--- src/rtl/core/bpc_pkg.sv ---
package bpc_pkg;

  // Field and datapath widths
  localparam int RAW_W     = 24;
  localparam int COEF_W    = 16;
  localparam int CFG_IDX_W = 3;
  localparam int PRESS_W   = 32;
  localparam int TEMP_W    = 19;
  localparam int DT_W      = 25;   // D2 - C5*256
  localparam int MUL_W     = 42;   // dT times a calibration word
  localparam int DSQ_W     = 50;   // dT squared
  localparam int TM_W      = 18;   // TEMP - 2000
  localparam int TP_W      = 19;   // TEMP + 1500
  localparam int T2_W      = 18;
  localparam int SQR_W     = 35;   // squares of the temperature deltas
  localparam int WIDE_W    = 40;   // OFF, SENS and their corrections
  localparam int SPLIT_W   = 20;   // low slice of SENS in the pressure product
  localparam int PL_W      = 44;
  localparam int PH_W      = 45;
  localparam int PROD_W    = 64;
  localparam int DIFF_W    = 44;

  localparam logic signed [TEMP_W-1:0] TEMP_REF  = 19'sd2000;
  localparam logic signed [TEMP_W-1:0] TEMP_VLOW = -19'sd1500;
  localparam logic signed [TEMP_W-1:0] TP_OFS    = 19'sd1500;

  // Configuration register indexes
  typedef enum logic [CFG_IDX_W-1:0] {
    REG_C1 = 3'd0,
    REG_C2 = 3'd1,
    REG_C3 = 3'd2,
    REG_C4 = 3'd3,
    REG_C5 = 3'd4,
    REG_C6 = 3'd5
  } reg_idx_t;

  typedef struct packed {
    logic [COEF_W-1:0] c1;
    logic [COEF_W-1:0] c2;
    logic [COEF_W-1:0] c3;
    logic [COEF_W-1:0] c4;
    logic [COEF_W-1:0] c5;
    logic [COEF_W-1:0] c6;
  } coeff_t;

  // Item handed from the temperature section to the pressure section
  typedef struct packed {
    logic        [RAW_W-1:0]  d1;
    logic signed [WIDE_W-1:0] off;
    logic signed [WIDE_W-1:0] sens;
    logic signed [TEMP_W-1:0] temp;
  } comp_item_t;

endpackage

--- src/rtl/core/bpc_press_pipe.sv ---
module bpc_press_pipe (
  input  logic                              clk,
  input  logic                              rst,
  input  logic                              in_valid,
  output logic                              in_ready,
  input  bpc_pkg::comp_item_t               in_item,
  output logic                              out_valid,
  input  logic                              out_ready,
  output logic signed [bpc_pkg::PRESS_W-1:0] pressure,
  output logic signed [bpc_pkg::TEMP_W-1:0]  temperature
);
  import bpc_pkg::*;

  localparam int NS = 3;

  logic [NS:1]   v;
  logic [NS+1:1] rdy;
  logic [NS:0]   vin;
  logic [NS:1]   ld;

  logic        [PL_W-1:0]   pl_1;
  logic signed [PH_W-1:0]   ph_1;
  logic signed [PROD_W-1:0] prod_2;
  logic signed [DIFF_W-1:0] x_3;
  logic signed [WIDE_W-1:0] off_1, off_2;
  logic signed [TEMP_W-1:0] temp_1, temp_2, temp_3;

  // Flow control, same scheme as the temperature section
  assign vin = {v, in_valid};
  always_comb begin
    rdy[NS+1] = out_ready;
    for (int k = NS; k >= 1; k--) begin
      rdy[k] = !v[k] || rdy[k+1];
    end
  end
  assign ld = rdy[NS:1] & vin[NS-1:0];
  assign in_ready  = rdy[1];
  assign out_valid = v[NS];

  always_ff @(posedge clk) begin
    if (rst) begin
      v <= '0;
    end else begin
      for (int k = 1; k <= NS; k++) begin
        if (rdy[k]) v[k] <= vin[k-1];
      end
    end
  end

  // Stage 1: D1*SENS as two partial products (low slice unsigned, high signed)
  always_ff @(posedge clk) begin
    if (ld[1]) begin
      pl_1   <= in_item.d1 * in_item.sens[SPLIT_W-1:0];
      ph_1   <= $signed({1'b0, in_item.d1}) * $signed(in_item.sens[WIDE_W-1:SPLIT_W]);
      off_1  <= in_item.off;
      temp_1 <= in_item.temp;
    end
  end

  // Stage 2: recombine into the full product
  always_ff @(posedge clk) begin
    if (ld[2]) begin
      prod_2 <= $signed({ph_1[PROD_W-SPLIT_W-1:0], 20'd0}) + $signed({20'd0, pl_1});
      off_2  <= off_1;
      temp_2 <= temp_1;
    end
  end

  // Stage 3: (D1*SENS >> 21) - OFF
  always_ff @(posedge clk) begin
    if (ld[3]) begin
      x_3    <= $signed({prod_2[PROD_W-1], prod_2[PROD_W-1:21]})
              - $signed({{4{off_2[WIDE_W-1]}}, off_2});
      temp_3 <= temp_2;
    end
  end

  // Final >> 15; the result always lies well inside signed 32 bits
  assign pressure    = $signed({{3{x_3[DIFF_W-1]}}, x_3[DIFF_W-1:15]});
  assign temperature = temp_3;

  // Difference stays in range, so the pressure never needs clipping
  a_range: assert property (@(posedge clk) disable iff (rst)
    v[3] |-> x_3[DIFF_W-1:41] == 3'b000 || x_3[DIFF_W-1:41] == 3'b111)
    else $error("pressure difference out of range");

  // A stalled partial product keeps its value
  a_pp_hold: assert property (@(posedge clk) disable iff (rst)
    v[1] && !rdy[1] |=> v[1] && $stable(ph_1) && $stable(pl_1))
    else $error("partial product changed while stalled");

endmodule

--- config.mk ---
export PLATFORM = sky130hd
export DESIGN_NAME = bpc_press_pipe
export DESIGN_NICKNAME = d
export VERILOG_FILES = /design/src/rtl/core/bpc_pkg.sv /design/src/rtl/core/bpc_press_pipe.sv
export SDC_FILE = /design/constraint.sdc
export NUM_CORES = 2
export LEC_CHECK = 0
export BUFFER_PORTS_ARGS = -buffer_cell sky130_fd_sc_hd__buf_4
export CORE_AREA = 4 4 306 368
export DETAILED_ROUTE_END_ITERATION = 16
export DIE_AREA = 0 0 310 372
export MAX_ROUTING_LAYER = met4
export SKIP_CTS_REPAIR_TIMING = 1
export SYNTH_ARGS = -nofsm -noshare
export SYNTH_HDL_FRONTEND = slang
export SYNTH_SLANG_ARGS = --single-unit
--- constraint.sdc ---
create_clock -name clk -period 10.65 [get_ports clk]
set_clock_uncertainty 0.2 [all_clocks]
set_input_delay 2.13 -clock clk [delete_from_list [all_inputs] [get_ports clk]]
set_output_delay 2.13 -clock clk [all_outputs]
set_load 0.005 [all_outputs]
## After elaboration in Yosys (flattened, before gate mapping)

Index checks and enable logic that the tools add are counted.

| storage, ports and cells | value |
|---|---|
| bits in registers | 336 |
| latch bits | 0 |
| memory bits (writable) | 0 |
| bits in read-only memories | 0 |
| input port bits | 127 |
| output and inout bits | 53 |
| logic and storage cells | 23 |
| memories | 0 |

| operators by class | value |
|---|---|
| add/subtract/negate cells | 2 |
| $mul | 2 |
| divide/modulo/power cells | 0 |
| $lt $le $gt $ge | 0 |
| eq/ne operators | 0 |
| shift operators | 0 |
| mux-type cells | 0 |
| bitwise gates (word level) | 1 |
| reduce and logical (&&, ||, !) cells | 6 |

Operators by type and width:

| operator | number |
|---|---|
| 64-bit by 45-bit adder with 64-bit output | 1 |
| 24-bit by 20-bit multiplier with 44-bit output | 1 |
| 25-bit by 20-bit multiplier with 44-bit output | 1 |
| 43-bit by 40-bit subtractor with 44-bit output | 1 |
| 3-bit AND | 1 |
| 1-bit zero test | 3 |
| 1-bit logical OR | 3 |

## Logic depth before layout (Yosys ltp)

| logic depth | value |
|---|---|
| depth in word-level cells | 5 |
| mapped depth | 26 |
| depth with buffers taken out | 25 |

## Worst setup path after synthesis

Ideal clock, no wire load.

| path | value |
|---|---|
| path type | input to register |
| start point | input port out_ready |
| end point | register off_2[0] (enable) |
| library setup time | 0.719 ns |
| data arrival time | 9.609 ns |
| required time | 9.731 ns |
| path slack | 0.123 ns |
| stages on the path | 2 |
| buffers on the path | 0 |
| cells stage by stage | nor2b_1 -> a21boi_0 |

| between the ends | value |
|---|---|
| longest elaborated chain between the ends | 3 |

RTL lines:

| what | line | source |
|---|---|---|
| start: declaration | bpc_press_pipe.sv:8 | `input logic out_ready,` |
| 1-bit logical OR (2 in series) | bpc_press_pipe.sv:33 | `rdy[k] = !v[k] \|\| rdy[k+1];` |
| 3-bit AND | bpc_press_pipe.sv:36 | `assign ld = rdy[NS:1] & vin[NS-1:0];` |
| via ld (one bit) | bpc_press_pipe.sv:19 | `logic [NS:1] ld;` |
| end signal: assignment | bpc_press_pipe.sv:64 | `off_2 <= off_1;` |
| end: declaration | bpc_press_pipe.sv:25 | `logic signed [WIDE_W-1:0] off_1, off_2;` |

The timed path passes the listed nets, and every way through them passes these cells.
A chain may end at the register's enable or synchronous reset.

## Worst setup path in the final report

| path | value |
|---|---|
| start point | input port in_item[111] (netlist name) |
| end point | register pl_1[42] (data pin) |

| between the ends | value |
|---|---|
| longest elaborated chain between the ends | 1 |

RTL lines:

| what | line | source |
|---|---|---|
| start: declaration | bpc_press_pipe.sv:6 | `input bpc_pkg::comp_item_t in_item,` |
| 24-bit by 20-bit multiplier with 44-bit output | bpc_press_pipe.sv:53 | `pl_1 <= in_item.d1 * in_item.sens[SPLIT_W-1:0];` |
| end signal: assignment | bpc_press_pipe.sv:53 |  |
| end: declaration | bpc_press_pipe.sv:21 | `logic [PL_W-1:0] pl_1;` |

No other way between the ends.

==> results.py <==
metrics = {
    "setup_path": {
        "crit_start": "in_item[111]",
        "crit_arrival_ns": 9.10,
        "path_buf_inv": 5,
        "crit_fanout": 23,
        "crit_family": "adder cells",
        "crit_end": "pl_1[42]",
        "max_stage_delay_ns": 0.57,
        "r2r_setup_slack_ns": 6.84,
        "r2r-end": "prod_2[54]",
        "rr_worst_depth": 10,
        "path_cells": "buf_4 -> buf_4 -> nand2_1 -> fa_1 -> inv_1 -> fa_1 -> fa_1 -> fa_1 -> fa_1 -> fa_1 -> inv_1 -> fa_1 -> inv_1 -> ha_1 -> a21o_1 -> a21o_1 -> a221oi_1 -> o21ai_1 -> o21bai_1 -> a21oi_1 -> a221oi_1 -> nor3_1 -> a211o_1",
        "critPathKind": "input port to flip-flop",
        "regToRegStartpoint": "pl_1[21]",
        "cp_slowest_cell": "fa_1",
        "crit_required_ns": 10.75,
        "crit_top_cell": "fa_1",
        "cp-start-kind": "input port",
        "worst_setup_path_end_kind": "flip-flop",
        "path_depth": 23,
    },
    "placed_design": {
        "gp_congestion": 0.870,
        "post-place-cells": 5783,
        "dp_hpwl_um": 84700,
        "portBuffers": 179,
    },
    "sta": {
        "relSlewSlack": 0.260,
        "fin_crit_sh": 0.845,
        "finalSetupTns_ns": 0,
        "drv_slew": 0,
        "finalHoldViolations": 0,
        "fmax_mhz": 111,
        "setup_viol": 0,
        "whs_ns": 0.220,
        "fin_crit_ns": 9.00,
        "tightest_slew_ns": 1.11,
        "grt_setup_unrepaired": "no",
    },
    "drt": {
        "via_per_inst": 5.06,
        "drt_wl_total_um": 109000,
        "dr.pass1.iters": 5,
        "dr_total_vias": 29500,
        "drt_iter0_drc": 1558,
        "drc": 0,
        "ant_nets": 0,
        "detail_route.wl_per_cell_um": 18.6,
    },
    "yosys": {
        "synth_top_family_by_area": "adder cells",
        "synth_top_area_share": 0.362,
        "netlist_instances": 4367,
        "ys_async_sr_fraction": 0,
        "synthAdderAreaFrac": 0.476,
        "netlist_top_cells_count": "inv_1 (916), fa_1 (785), nand2_1 (552)",
        "synthMuxAreaShare": 0.000231,
        "synthSimpleGateAreaFrac": 0.144,
        "synth_seq_cells": 280,
        "synth_ff_type": "edfxtp_1",
        "synth_edf_count": 277,
        "synth.distinct_cells": 74,
        "ys_seq_area_frac": 0.193,
        "synth_warnings": 0,
        "avgSynthCellArea_um2": 9.93,
        "syn_area_um2": 43400,
        "synth-compound-area-share": 0.0630,
        "synthXorXnorAreaFrac": 0.0269,
        "yosys.cell_count.top_type": "inv_1",
        "yosysTopAreaCell": "fa_1",
        "synth_nets": 5671,
        "synth_area_leaders": "fa_1 (36%), edfxtp_1 (19%), ha_1 (11%)",
    },
    "floorplan": {
        "initial_core_util": 0.397,
        "core-area_um2": 109000,
        "rows": 133,
        "die_w_um": 310,
        "ios": 180,
        "die-area_um2": 115000,
        "die_height_um": 372,
    },
    "global_route": {
        "grt_pass1_vias": 32300,
        "grt_overflow": 0,
        "grt.total_usage": 0.200,
        "grt_pass1_wl_um": 176000,
        "antenna_found_initial": 4,
        "grt_max_degree": 82,
    },
    "layout": {
        "syn_to_final_growth_pct": 8.09,
        "drive_above_1_share": 0.0609,
        "stdcell_count": 5836,
        "fill_cells": 10600,
        "num-nets-final": 5700,
    },
    "clock_network": {
        "clk_pin_slew_worst_paths_ns": 0.06,
        "cts_tree": "yes",
        "cts-root-buf": "clkbuf_16",
        "cts_buffers": 28,
        "cts-htree-levels": 1,
        "clock_sinks": 280,
        "clock_path_buffers": 3,
        "clock_latency_ns": 0.57,
    },
    "flow_run": {
        "drv_cap": 0,
    },
    "run_status": {
        "outcome": "complete, no violations",
    },
    "worst_hold_path": {
        "hold_class": "flip-flop to flip-flop",
        "min_path_cells": 0,
    },
}
## worst min path at each step
stage               from         to  slack, ns
2_1_floorplan   off_1[0]   off_2[0]       0.20
3_3_place_gp   temp_1[2]  temp_2[2]       0.20
3_5_place_dp    off_1[6]   off_2[6]       0.20
4_1_cts        off_1[13]  off_2[13]       0.22
5_1_grt        off_1[14]  off_2[14]       0.23
6_report       off_1[13]  off_2[13]       0.22
## flip-flops by register name, indices dropped and copies added, names as in the netlist
signal       count
temp_2          19
x_3             29
prod_2          43
temp_1          19
v                3
off_1           40
pl_1            24
ph_1            44
temperature     19
off_2           40
## kinds of logic after synthesis
kind of cell | Yosys count
AND/OR/NAND/NOR | 1250
adder cells (fa/ha/maj) | 1177
buffers and inverters | 1119
AO/OA/AOI/OAI | 407
flip-flops | 280
XOR/XNOR | 133
multiplexers | 1
## per-layer routing
layer / share of wire / global-route usage
met4: 0.025 / 0.0478
met5: 0 / -
met2: 0.49 / 0.345
met3: 0.047 / 0.0191
met1: 0.43 / 0.256
## cell type report
| class | count | area (um2) | share of cell area |
|---|---|---|---|
| Timing Repair Buffer | 202 | 1520 | 0.0324 |
| Antenna cell | 2 | 5.00 | 0.000107 |
| Tap cell | 1417 | 1770 | 0.0378 |
| Multi-Input combinational cell | 2968 | 30800 | 0.657 |
| Clock buffer | 31 | 722 | 0.0154 |
| Clock inverter | 20 | 234 | 0.00499 |
| Inverter | 916 | 3440 | 0.0734 |
| Sequential cell | 280 | 8380 | 0.179 |
## placed cells by master, fill, tap and decap left out, drive strengths merged, types with 5 or more instances in the layout
cell type and n:
a211o 5, a211oi 15, a21o 89, a21oi 119, a221oi 10, a311oi 5, a31oi 18, and2 462
and3 21, and4 6, buf 202, clkbuf 31, clkinv 12, edfxtp 277, fa 785, ha 392
inv 917, nand2 552, nand2b 31, nand3 34, nand4 23, nor2 68, nor2b 13, nor3 24
o211ai 5, o21a 11, o21ai 62, o21bai 23, or2 5, xnor2 87, xor2 46
## through the flow
stage          setup WS (ns)  utilization  cell area [um2]
2_1_floorplan          0.123            -            43400
6_report                1.65        0.429            46900
4_1_cts                 1.65        0.429            46900
5_1_grt                 1.36        0.429            46900
3_5_place_dp            1.06        0.420            45900
3_3_place_gp            1.11        0.420            45900
## worst register-to-register path, stage by stage, from the launching register on
cell	delay, ns
edfxtp_1	0.42
inv_1	0.09
fa_1	0.45
nand2b_1	0.18
a21oi_1	0.27
o2111ai_1	0.18
a41oi_1	0.43
a211oi_1	0.22
o31ai_2	0.76
nand3_1	0.19
xnor2_1	0.17
Power is not shown: default switching activity piles up to over one toggle a cycle in this logic, so the estimate is an artifact.
