--- src/rtl/core/bpc_pkg.sv ---
package bpc_pkg;

  // Field and datapath widths
  localparam int RAW_W     = 24;
  localparam int COEF_W    = 16;
  localparam int CFG_IDX_W = 3;
  localparam int PRESS_W   = 32;
  localparam int TEMP_W    = 19;
  localparam int DT_W      = 25;   // D2 - C5*256
  localparam int MUL_W     = 42;   // dT times a calibration word
  localparam int DSQ_W     = 50;   // dT squared
  localparam int TM_W      = 18;   // TEMP - 2000
  localparam int TP_W      = 19;   // TEMP + 1500
  localparam int T2_W      = 18;
  localparam int SQR_W     = 35;   // squares of the temperature deltas
  localparam int WIDE_W    = 40;   // OFF, SENS and their corrections
  localparam int SPLIT_W   = 20;   // low slice of SENS in the pressure product
  localparam int PL_W      = 44;
  localparam int PH_W      = 45;
  localparam int PROD_W    = 64;
  localparam int DIFF_W    = 44;

  localparam logic signed [TEMP_W-1:0] TEMP_REF  = 19'sd2000;
  localparam logic signed [TEMP_W-1:0] TEMP_VLOW = -19'sd1500;
  localparam logic signed [TEMP_W-1:0] TP_OFS    = 19'sd1500;

  // Configuration register indexes
  typedef enum logic [CFG_IDX_W-1:0] {
    REG_C1 = 3'd0,
    REG_C2 = 3'd1,
    REG_C3 = 3'd2,
    REG_C4 = 3'd3,
    REG_C5 = 3'd4,
    REG_C6 = 3'd5
  } reg_idx_t;

  typedef struct packed {
    logic [COEF_W-1:0] c1;
    logic [COEF_W-1:0] c2;
    logic [COEF_W-1:0] c3;
    logic [COEF_W-1:0] c4;
    logic [COEF_W-1:0] c5;
    logic [COEF_W-1:0] c6;
  } coeff_t;

  // Item handed from the temperature section to the pressure section
  typedef struct packed {
    logic        [RAW_W-1:0]  d1;
    logic signed [WIDE_W-1:0] off;
    logic signed [WIDE_W-1:0] sens;
    logic signed [TEMP_W-1:0] temp;
  } comp_item_t;

endpackage

--- src/rtl/core/bpc_coeff_regs.sv ---
module bpc_coeff_regs (
  input  logic                           clk,
  input  logic                           rst,
  input  logic                           cfg_wr_en,
  input  logic [bpc_pkg::CFG_IDX_W-1:0]  cfg_index,
  input  logic [bpc_pkg::COEF_W-1:0]     cfg_data,
  output bpc_pkg::coeff_t                coeff
);
  import bpc_pkg::*;

  // Calibration words; writes past the last index are dropped
  always_ff @(posedge clk) begin
    if (rst) begin
      coeff <= '0;
    end else if (cfg_wr_en) begin
      case (reg_idx_t'(cfg_index))
        REG_C1:  coeff.c1 <= cfg_data;
        REG_C2:  coeff.c2 <= cfg_data;
        REG_C3:  coeff.c3 <= cfg_data;
        REG_C4:  coeff.c4 <= cfg_data;
        REG_C5:  coeff.c5 <= cfg_data;
        REG_C6:  coeff.c6 <= cfg_data;
        default: coeff <= coeff;
      endcase
    end
  end

endmodule

--- config.mk ---
export PLATFORM = sky130hd
export DESIGN_NAME = bpc_coeff_regs
export DESIGN_NICKNAME = d
export VERILOG_FILES = /design/src/rtl/core/bpc_pkg.sv /design/src/rtl/core/bpc_coeff_regs.sv
export SDC_FILE = /design/constraint.sdc
export NUM_CORES = 1
export LEC_CHECK = 0
export BUFFER_PORTS_ARGS = -buffer_cell sky130_fd_sc_hd__buf_2
export CAP_MARGIN = 20
export CORE_UTILIZATION = 40
export DETAILED_ROUTE_END_ITERATION = 8
export SETUP_SLACK_MARGIN = 0.5
export SLEW_MARGIN = 20
export SYNTH_ARGS = -nofsm -noshare
export SYNTH_HDL_FRONTEND = slang
export SYNTH_SLANG_ARGS = --single-unit
--- constraint.sdc ---
create_clock -name clk -period 2.2 [get_ports clk]
set_input_delay 0.33 -clock clk [delete_from_list [all_inputs] [get_ports clk]]
set_output_delay 0.33 -clock clk [all_outputs]
set_load 0.01 [all_outputs]
# Yosys cells after proc, flatten, opt, wreduce, memory -nomap -nowiden
# Index checks and enable logic that the tools add are counted.
[word_totals]
register_bits = 96
inputBits = 22
[op_classes]
eq_ne = 5
reduce_logical = 7
[op_table]
columns = ["operator", "n"]
rows = [
  ["AND reduction 2 bit", 6],
  ["== test 3 x 2 -> 1 bit, second input constant", 2],
  ["== test 3 bit, second input constant", 2],
  ["== test 3 x 1 -> 1 bit, second input constant", 1],
  ["zero test 3 bit", 1],
]

# Depth between registers and ports, before layout
# Gate-level depths: netlist of run 1.
[logic_depth]
word_depth = 2
mapped_depth = 4
ltp_nobuf = 2

# Worst setup path after synthesis of run 1
# OpenSTA, ideal clock, no wires.
[synth_path]
path_type = "input -> register"
from = "in cfg_index[1] (netlist name)"
to = "reg coeff[85] (netlist name)"
setup_time_ns = 0.124
t_arrival_ns = 1.229
t_required_ns = 2.076
setup_slack_ns = 0.847
path_stages = 4
path_buffers = 2
cell_sequence = "or4b_1 buf_2 buf_6 mux2i_1"
[synth_between]
elab_chain_cells = 2
[synth_lines]
columns = ["item", "line", "text"]
rows = [
  ["start: declaration", "bpc_coeff_regs.sv:5", "input logic [bpc_pkg::CFG_IDX_W-1:0] cfg_index,"],
  ["zero test 3 bit", "bpc_coeff_regs.sv:16", "case (reg_idx_t'(cfg_index))"],
  ["AND reduction 2 bit (no source line)", "--", ""],
  ["end signal: assignment", "bpc_coeff_regs.sv:23", "default: coeff <= coeff;"],
  ["end: declaration", "bpc_coeff_regs.sv:7", "output bpc_pkg::coeff_t coeff"],
]
# Every way passes these cells.
# A chain may end at the register's enable or synchronous reset.

# Worst setup path after layout of run 1
# Same ends and word-level chain as after synthesis.

==> metrics, run 1 <==
Die Ht 99.2 microns; Final Hold Vio Count 0; area leader, netlist dfxtp_1; vias in the first global route about 2,600; Max stage delay on crit path approximately 0.88 ns; Ys Warns 0; Crit Path Class in2reg; final count of pins violating max slew 0; EDFF count, synth 0; Post-layout nets 470; Rows 35; FFs w/ async S/R, synth 0%; period utilization a little over three fifths; DP HPWL about 6.4 mm; CTS tree done; RSZ-0062 raised after global routing false; largest net degree at the start of global routing 47; synth cell count leaders 112 x nand2b_1, 96 x dfxtp_1, 96 x mux2i_1; top flop regs coeff: 96 flops; H-tree Lvls 3; met1 GRT Util between 20% and 30%; Hold Path Cell Cnt 3; GR Util met2 between 30% and 40%; main flop type after synthesis dfxtp_1; full die area 9850 sq um; PortBufs between 100 and 150; busiest grt layer met2; Fin Clk Skew 0 ns; met3 Track Usage GR under 10%; # Post-CTS Setup Buffers 0; initial antenna violation count 0; highest clock rate ~730 MHz; Slew @ Worst Pin a little over 0.7 ns; first-pass GRT wire length roughly 14 mm; top-count cell post-synth nand2b_1; Layout Utilization between 50% and 60%; Max Cap Violations 0; Longest Clk Path Bufs 2; register area share after synthesis 50.8%; Crit-path slowest cell or4b_1; Worst IR Drop VDD slightly below 400 uV; CP bufs+invs 1; TritonCTS Buffers 9; WP data required roughly 2.4 ns; PwrDens between 700 and 800 nW/um^2; share of cells above drive strength 1 31.2%; Synth Instances 336; FILL cells between 800 and 900; Power Total 0.00341 W; Avg Cell Area, Syn 11.3 sq um; initial DRC count 48; vias per cell 4.77; Routed WL around 9.1 mm; Slew HR between 50 and 60%; P_leak roughly 2.5 nW; min Tclk post-route roughly 1.4 ns; Tot GR Track Use about a fifth; startpoint types primary input; type of destination of the critical path flop; Setup TNS Final 0 ns; max FFs per register 96; WP depth 3; First-pass DRT Iterations 6; clock transition at the registers of the reported paths approximately 0.09 ns; setup violators final 0; Netlist cell types 11; root buf cell clkbuf_8; ranking of synthesized cells by area dfxtp_1 51%, mux2i_1 25%, nand2b_1 19%, buf_2 1.3%, clkbuf_1 1.3%; grt total ovfl 0; syn_nets 358; Synth top area share 50.8%; Chip Width around 99 microns; Worst Reg-to-Reg Cells 2; Remaining DRCs 1; cts hold-fix bufs 0; failing checks design-rule violations; Routed Antenna Nets 0; largest register by flop count coeff; post-CTS sizing 0; Worst Path Arrival between 1.5 and 2 ns; outcome finished, violations left; drt wl/cell between 15 and 20 microns; #FFs+latches synth 96; crit-path cells buf_2 -> or4b_1 -> mux2i_1; core area 9200 sq um; Worst Hold Class in2reg; Area growth syn-to-layout 24.0%; CP top delay family simple AND/OR/NAND/NOR gates; r2r setup slk ~1.6 ns; CP Max Fanout 12; clock sink total 96; worst skew pair latency 0.35 ns; Synth Cell Area ~3800 sq um; Initial Util 41.1%; num ports around 120; routability cong. roughly 0.72; routed via count around 2,700; Antenna Cells 0
==> cells by family (layout without fill, tap and decap cells) <==
group / count (synthesis) / in the layout / share of synthesized area (%)
flip-flops: 96 / 96 / 50.8
AND/OR/NAND/NOR: 120 / 120 / 20.9
multiplexers: 96 / 96 / 25.4
buffers and inverters: 24 / 140 / 2.91
==> tightest hold or removal path: cells and delay by family <==
family        cells  cell delay (ns)
buf+inv           1             0.08
mux               1             0.16
simple gates      1             0.15
==> power breakdown <==
group          total [W]  switching, W  internal [W]  leakage, nW
combinational   0.000260      0.000142      0.000118         1.62
sequential       0.00179     0.0000197       0.00177        0.777
clock            0.00135      0.000603      0.000752        0.113
total            0.00341      0.000764       0.00265         2.51
==> final timing paths <==
check / startpoint / end
max: cfg_index[1] / coeff[85]$_SDFFE_PP0P_
min: cfg_data[15] / coeff[63]$_SDFFE_PP0P_
max reg2reg: coeff[85]$_SDFFE_PP0P_ / coeff[85]$_SDFFE_PP0P_
min reg2reg: coeff[80]$_SDFFE_PP0P_ / coeff[80]$_SDFFE_PP0P_
==> layout by cell type (no fill, tap or decap) <==
master	instances
buf_2	117
nand2b_1	112
mux2i_1	96
dfxtp_1	96
clkbuf_8	9
buf_4	8
nand4bb_1	3
bufinv_16	3
nand4b_1	2
nor4b_2	1
and4bb_2	1
or4b_1	1
clkbuf_1	1
clkinv_4	1
clkinvlp_4	1
==> cell type report <==
class | count | area, sq um | share of cell area [%]
timing repair buffer | 125 | 646 | 13.8
tap | 111 | 139 | 2.96
sequential | 96 | 1920 | 41.0
clock inverter | 5 | 106 | 2.27
clock buffer | 10 | 128 | 2.72
multi-input combinational | 216 | 1750 | 37.3
==> per-stage QoR <==
step	worst slack, ns	cell area [sq um]	cells	hold slack [ns]
final	0.822	4690	563	0.397
after global routing	0.790	4690	563	0.414
after CTS	0.819	4690	563	0.378
after detailed placement	0.454	4460	548	0.462
after global placement	0.480	4460	548	0.457
after floorplan	0.847	3780	336	0.493
==> metal layers <==
metal / part of all wire (%) / up-vias
li1: - / 1338
met4: 1.3 / 0
met3: 3.5 / 9
met5: 0 / -
met1: 49 / 1284
met2: 47 / 56
Note: power is estimated with default switching activity, not from simulation.
==> run 2, diff against run 1 <==
Settings changed: ABC_AREA set to 1, PLACE_DENSITY set to 0.67.
Clock period 2.2 ns to 1.15 ns, I/O delays scaled along.
==> run 2 against run 1 <==
The flow now finishes without violations. Synthesized cell count up 64%. First-iteration DRC count rose to 6.3 times the previous value. Final cell count up 50%. Clock skew unchanged. Hold slack worse by 0.11 ns. Largest cell class is now non-clock buffers. Die area up 1.9%. Routed wire length up 80%. Via count up 68%. Worst setup slack worse by 0.72 ns.
==> metrics, run 2 <==
outcome complete, no violations; Antenna Cells 0; Final Hold Vio Count 0; most frequent cells in the layout 163 x nor2_1, 112 x buf_6, 96 x dfxtp_2, 85 x nand2_1, 64 x nand3_2; clock sink total between 90 and 100; Hold WS about 0.29 ns; Max Cap Violations 0; Area growth syn-to-layout 88.4%; CP bufs+invs 1; largest register by flop count coeff; Synth top area share roughly 50%; Die Ht 100 microns; main flop type after synthesis dfxtp_1; initial DRC count roughly 300; EDFF count, synth 0; Worst Reg-to-Reg Cells 4; hold endpoint coeff[6]$_SDFFE_PP0P_; area leader, netlist dfxtp_1; Worst IR Drop VDD about 590 uV; Post-layout nets 734; register area share after synthesis between 40% and 50%; CTS tree done; placed cell count 781; DP HPWL approximately 7.6 mm; Chip Width 100 microns; TritonCTS Buffers 9; final count of pins violating max slew 0; Max stage delay on crit path about 0.38 ns; worst r2r src coeff[62]$_SDFFE_PP0P_; period utilization between 90% and 100%; Routed WL 16.3 mm; r2r setup slk about 0.36 ns; R2R Path End coeff[62]$_SDFFE_PP0P_; worst skew pair latency between 0.3 and 0.4 ns; grt total ovfl 0; routed via count between 4,000 and 5,000; ranking of synthesized cells by area dfxtp_1 50%, nor2_1 19%, nand3_1 12%, nand2_1 9.8%, buf_2 2.7%; FILL cells between 500 and 600; vias per cell approximately 5.3; PwrDens roughly 1100 nW/um^2; highest clock rate approximately 950 MHz; initial antenna violation count 0; Worst Path Arrival roughly 0.88 ns; Longest Clk Path Bufs 2; PortBufs about 120; Crit-path slowest cell dfxtp_2; Slew HR roughly 64%; Worst Hold Class in2reg; num ports about 120; clock transition at the registers of the reported paths approximately 0.11 ns; Layout Utilization 78.3%; Hold Path Cell Cnt 6; WP data required 0.98 ns; RSZ-0062 raised after global routing true; most common library cell in the layout ignoring fill and taps nor2_1; full die area between 10,000 and 15,000 sq um; top-count cell post-synth nor2_1; worst hold start cfg_wr_en; min Tclk post-route about 1.1 ns; Fin Clk Skew 0 ns; Rows 35; setup violators final 0; Avg Cell Area, Syn 6.99 sq um; Tot GR Track Use ~26%; drt wl/cell 19.3 microns; Setup TNS Final 0 ns; largest net degree at the start of global routing 52; cts hold-fix bufs 0; Slew @ Worst Pin between 0.5 and 0.6 ns; Layout Cells excl Fill 846; Ys Warns 0; CP Max Fanout 2; type of destination of the critical path primary output; H-tree Lvls 3; max FFs per register 96; area of the multi-input gates between 2000 and 2500 sq um; root buf cell clkbuf_8; first-pass GRT wire length slightly below 20 mm; FFs w/ async S/R, synth 0%; core area 9280 sq um; synth cell count leaders 193 x nor2_1, 101 x nand2_1, 96 x dfxtp_1, 96 x nand3_1, 21 x buf_2; vias in the first global route ~3,800; Netlist cell types 14; CP top delay family flip-flops; routability cong. 0.763; syn_nets approximately 570; startpoint types flop; P_leak slightly above 3 nW; Register Area between 2000 and 2500 sq um; Remaining DRCs 0; top flop regs coeff: 96 flops; Synth Instances 552; Routed Antenna Nets 0; Synth Cell Area between 3000 and 4000 sq um; crit-path cells buf_6; #FFs+latches synth 96; Initial Util slightly above 40%; share of cells above drive strength 1 between 50 and 60%; First-pass DRT Iterations 5; Crit Path Class reg2out
[run 2: cell count changes in the layout (fill, tap and decap cells not counted), sizes merged, moves of 24 or more]
cell	change
buf	+41
nor2	+202
nand2b	-112
nand3	+96
mux2i	-96
inv	+24
nand2	+102
[run 2: cells by family (layout without fill, tap and decap cells)]
group / count (synthesis) / count (layout) / synth area share (%)
flip-flops: 96 / 96 / 49.8
AND/OR/NAND/NOR: 400 / 400 / 43.5
buffers and inverters: 56 / 221 / 6.71
[run 2: layout make-up]
type / instances / share of cell area [%]
repair buffers: 180 / 32.1
flip-flops and latches: 96 / 28.1
clock buffers: 9 / 1.70
multi-input cells: 400 / 32.0
well taps: 129 / 2.22
repair inverters: 2 / 0.241
inverters: 23 / 2.13
clock inverters: 7 / 1.48
[run 2: how the worst max path moves through the flow]
stage,start,endpoint,slack (ns),cells after the start
after detailed placement,cfg_index[1],coeff[40]$_SDFFE_PP0P_,-0.08,6
after floorplan,cfg_index[2],coeff[79]$_SDFFE_PP0P_,0.35,5
final,coeff[48]$_SDFFE_PP0P_,coeff[48],0.1,1
after global placement,cfg_index[1],coeff[37]$_SDFFE_PP0P_,-0.04,6
after CTS,coeff[76]$_SDFFE_PP0P_,coeff[76],0.13,1
after global routing,coeff[59]$_SDFFE_PP0P_,coeff[59],0.10,1
[run 2: routing by layer]
metal,vias up,part of all wire [%],global-route usage [%]
li1,2045,-,-
met1,2166,37,33.0
met2,239,51,44.3
met3,74,7.1,3.41
met4,0,4.9,9.48
met5,-,0,0
[run 2: repair_timing]
item / 4_1_cts / 5_1_grt
setup endpoints to repair: 192 / 176
cloned: 3 / 18
pin swaps: 12 / 37
resized for setup: 230 / 129
buffers inserted: 12 / 16
[run 2: where the power goes]
part | internal, W | switching [W] | total [W]
registers | 0.00346 | 0.000104 | 0.00357
logic | 0.000751 | 0.000828 | 0.00158
clock network | 0.00127 | 0.00132 | 0.00259
[run 2: through the flow]
step / instance area (sq um) / setup WS, ns / total power [W]
6_report: 7270 / 0.0992 / 0.00774
5_1_grt: 7270 / 0.103 / 0.00796
4_1_cts: 6140 / 0.128 / 0.00730
3_5_place_dp: 4890 / -0.0777 / 0.00451
3_3_place_gp: 4890 / -0.0444 / 0.00449
2_1_floorplan: 4150 / 0.355 / 0.00417
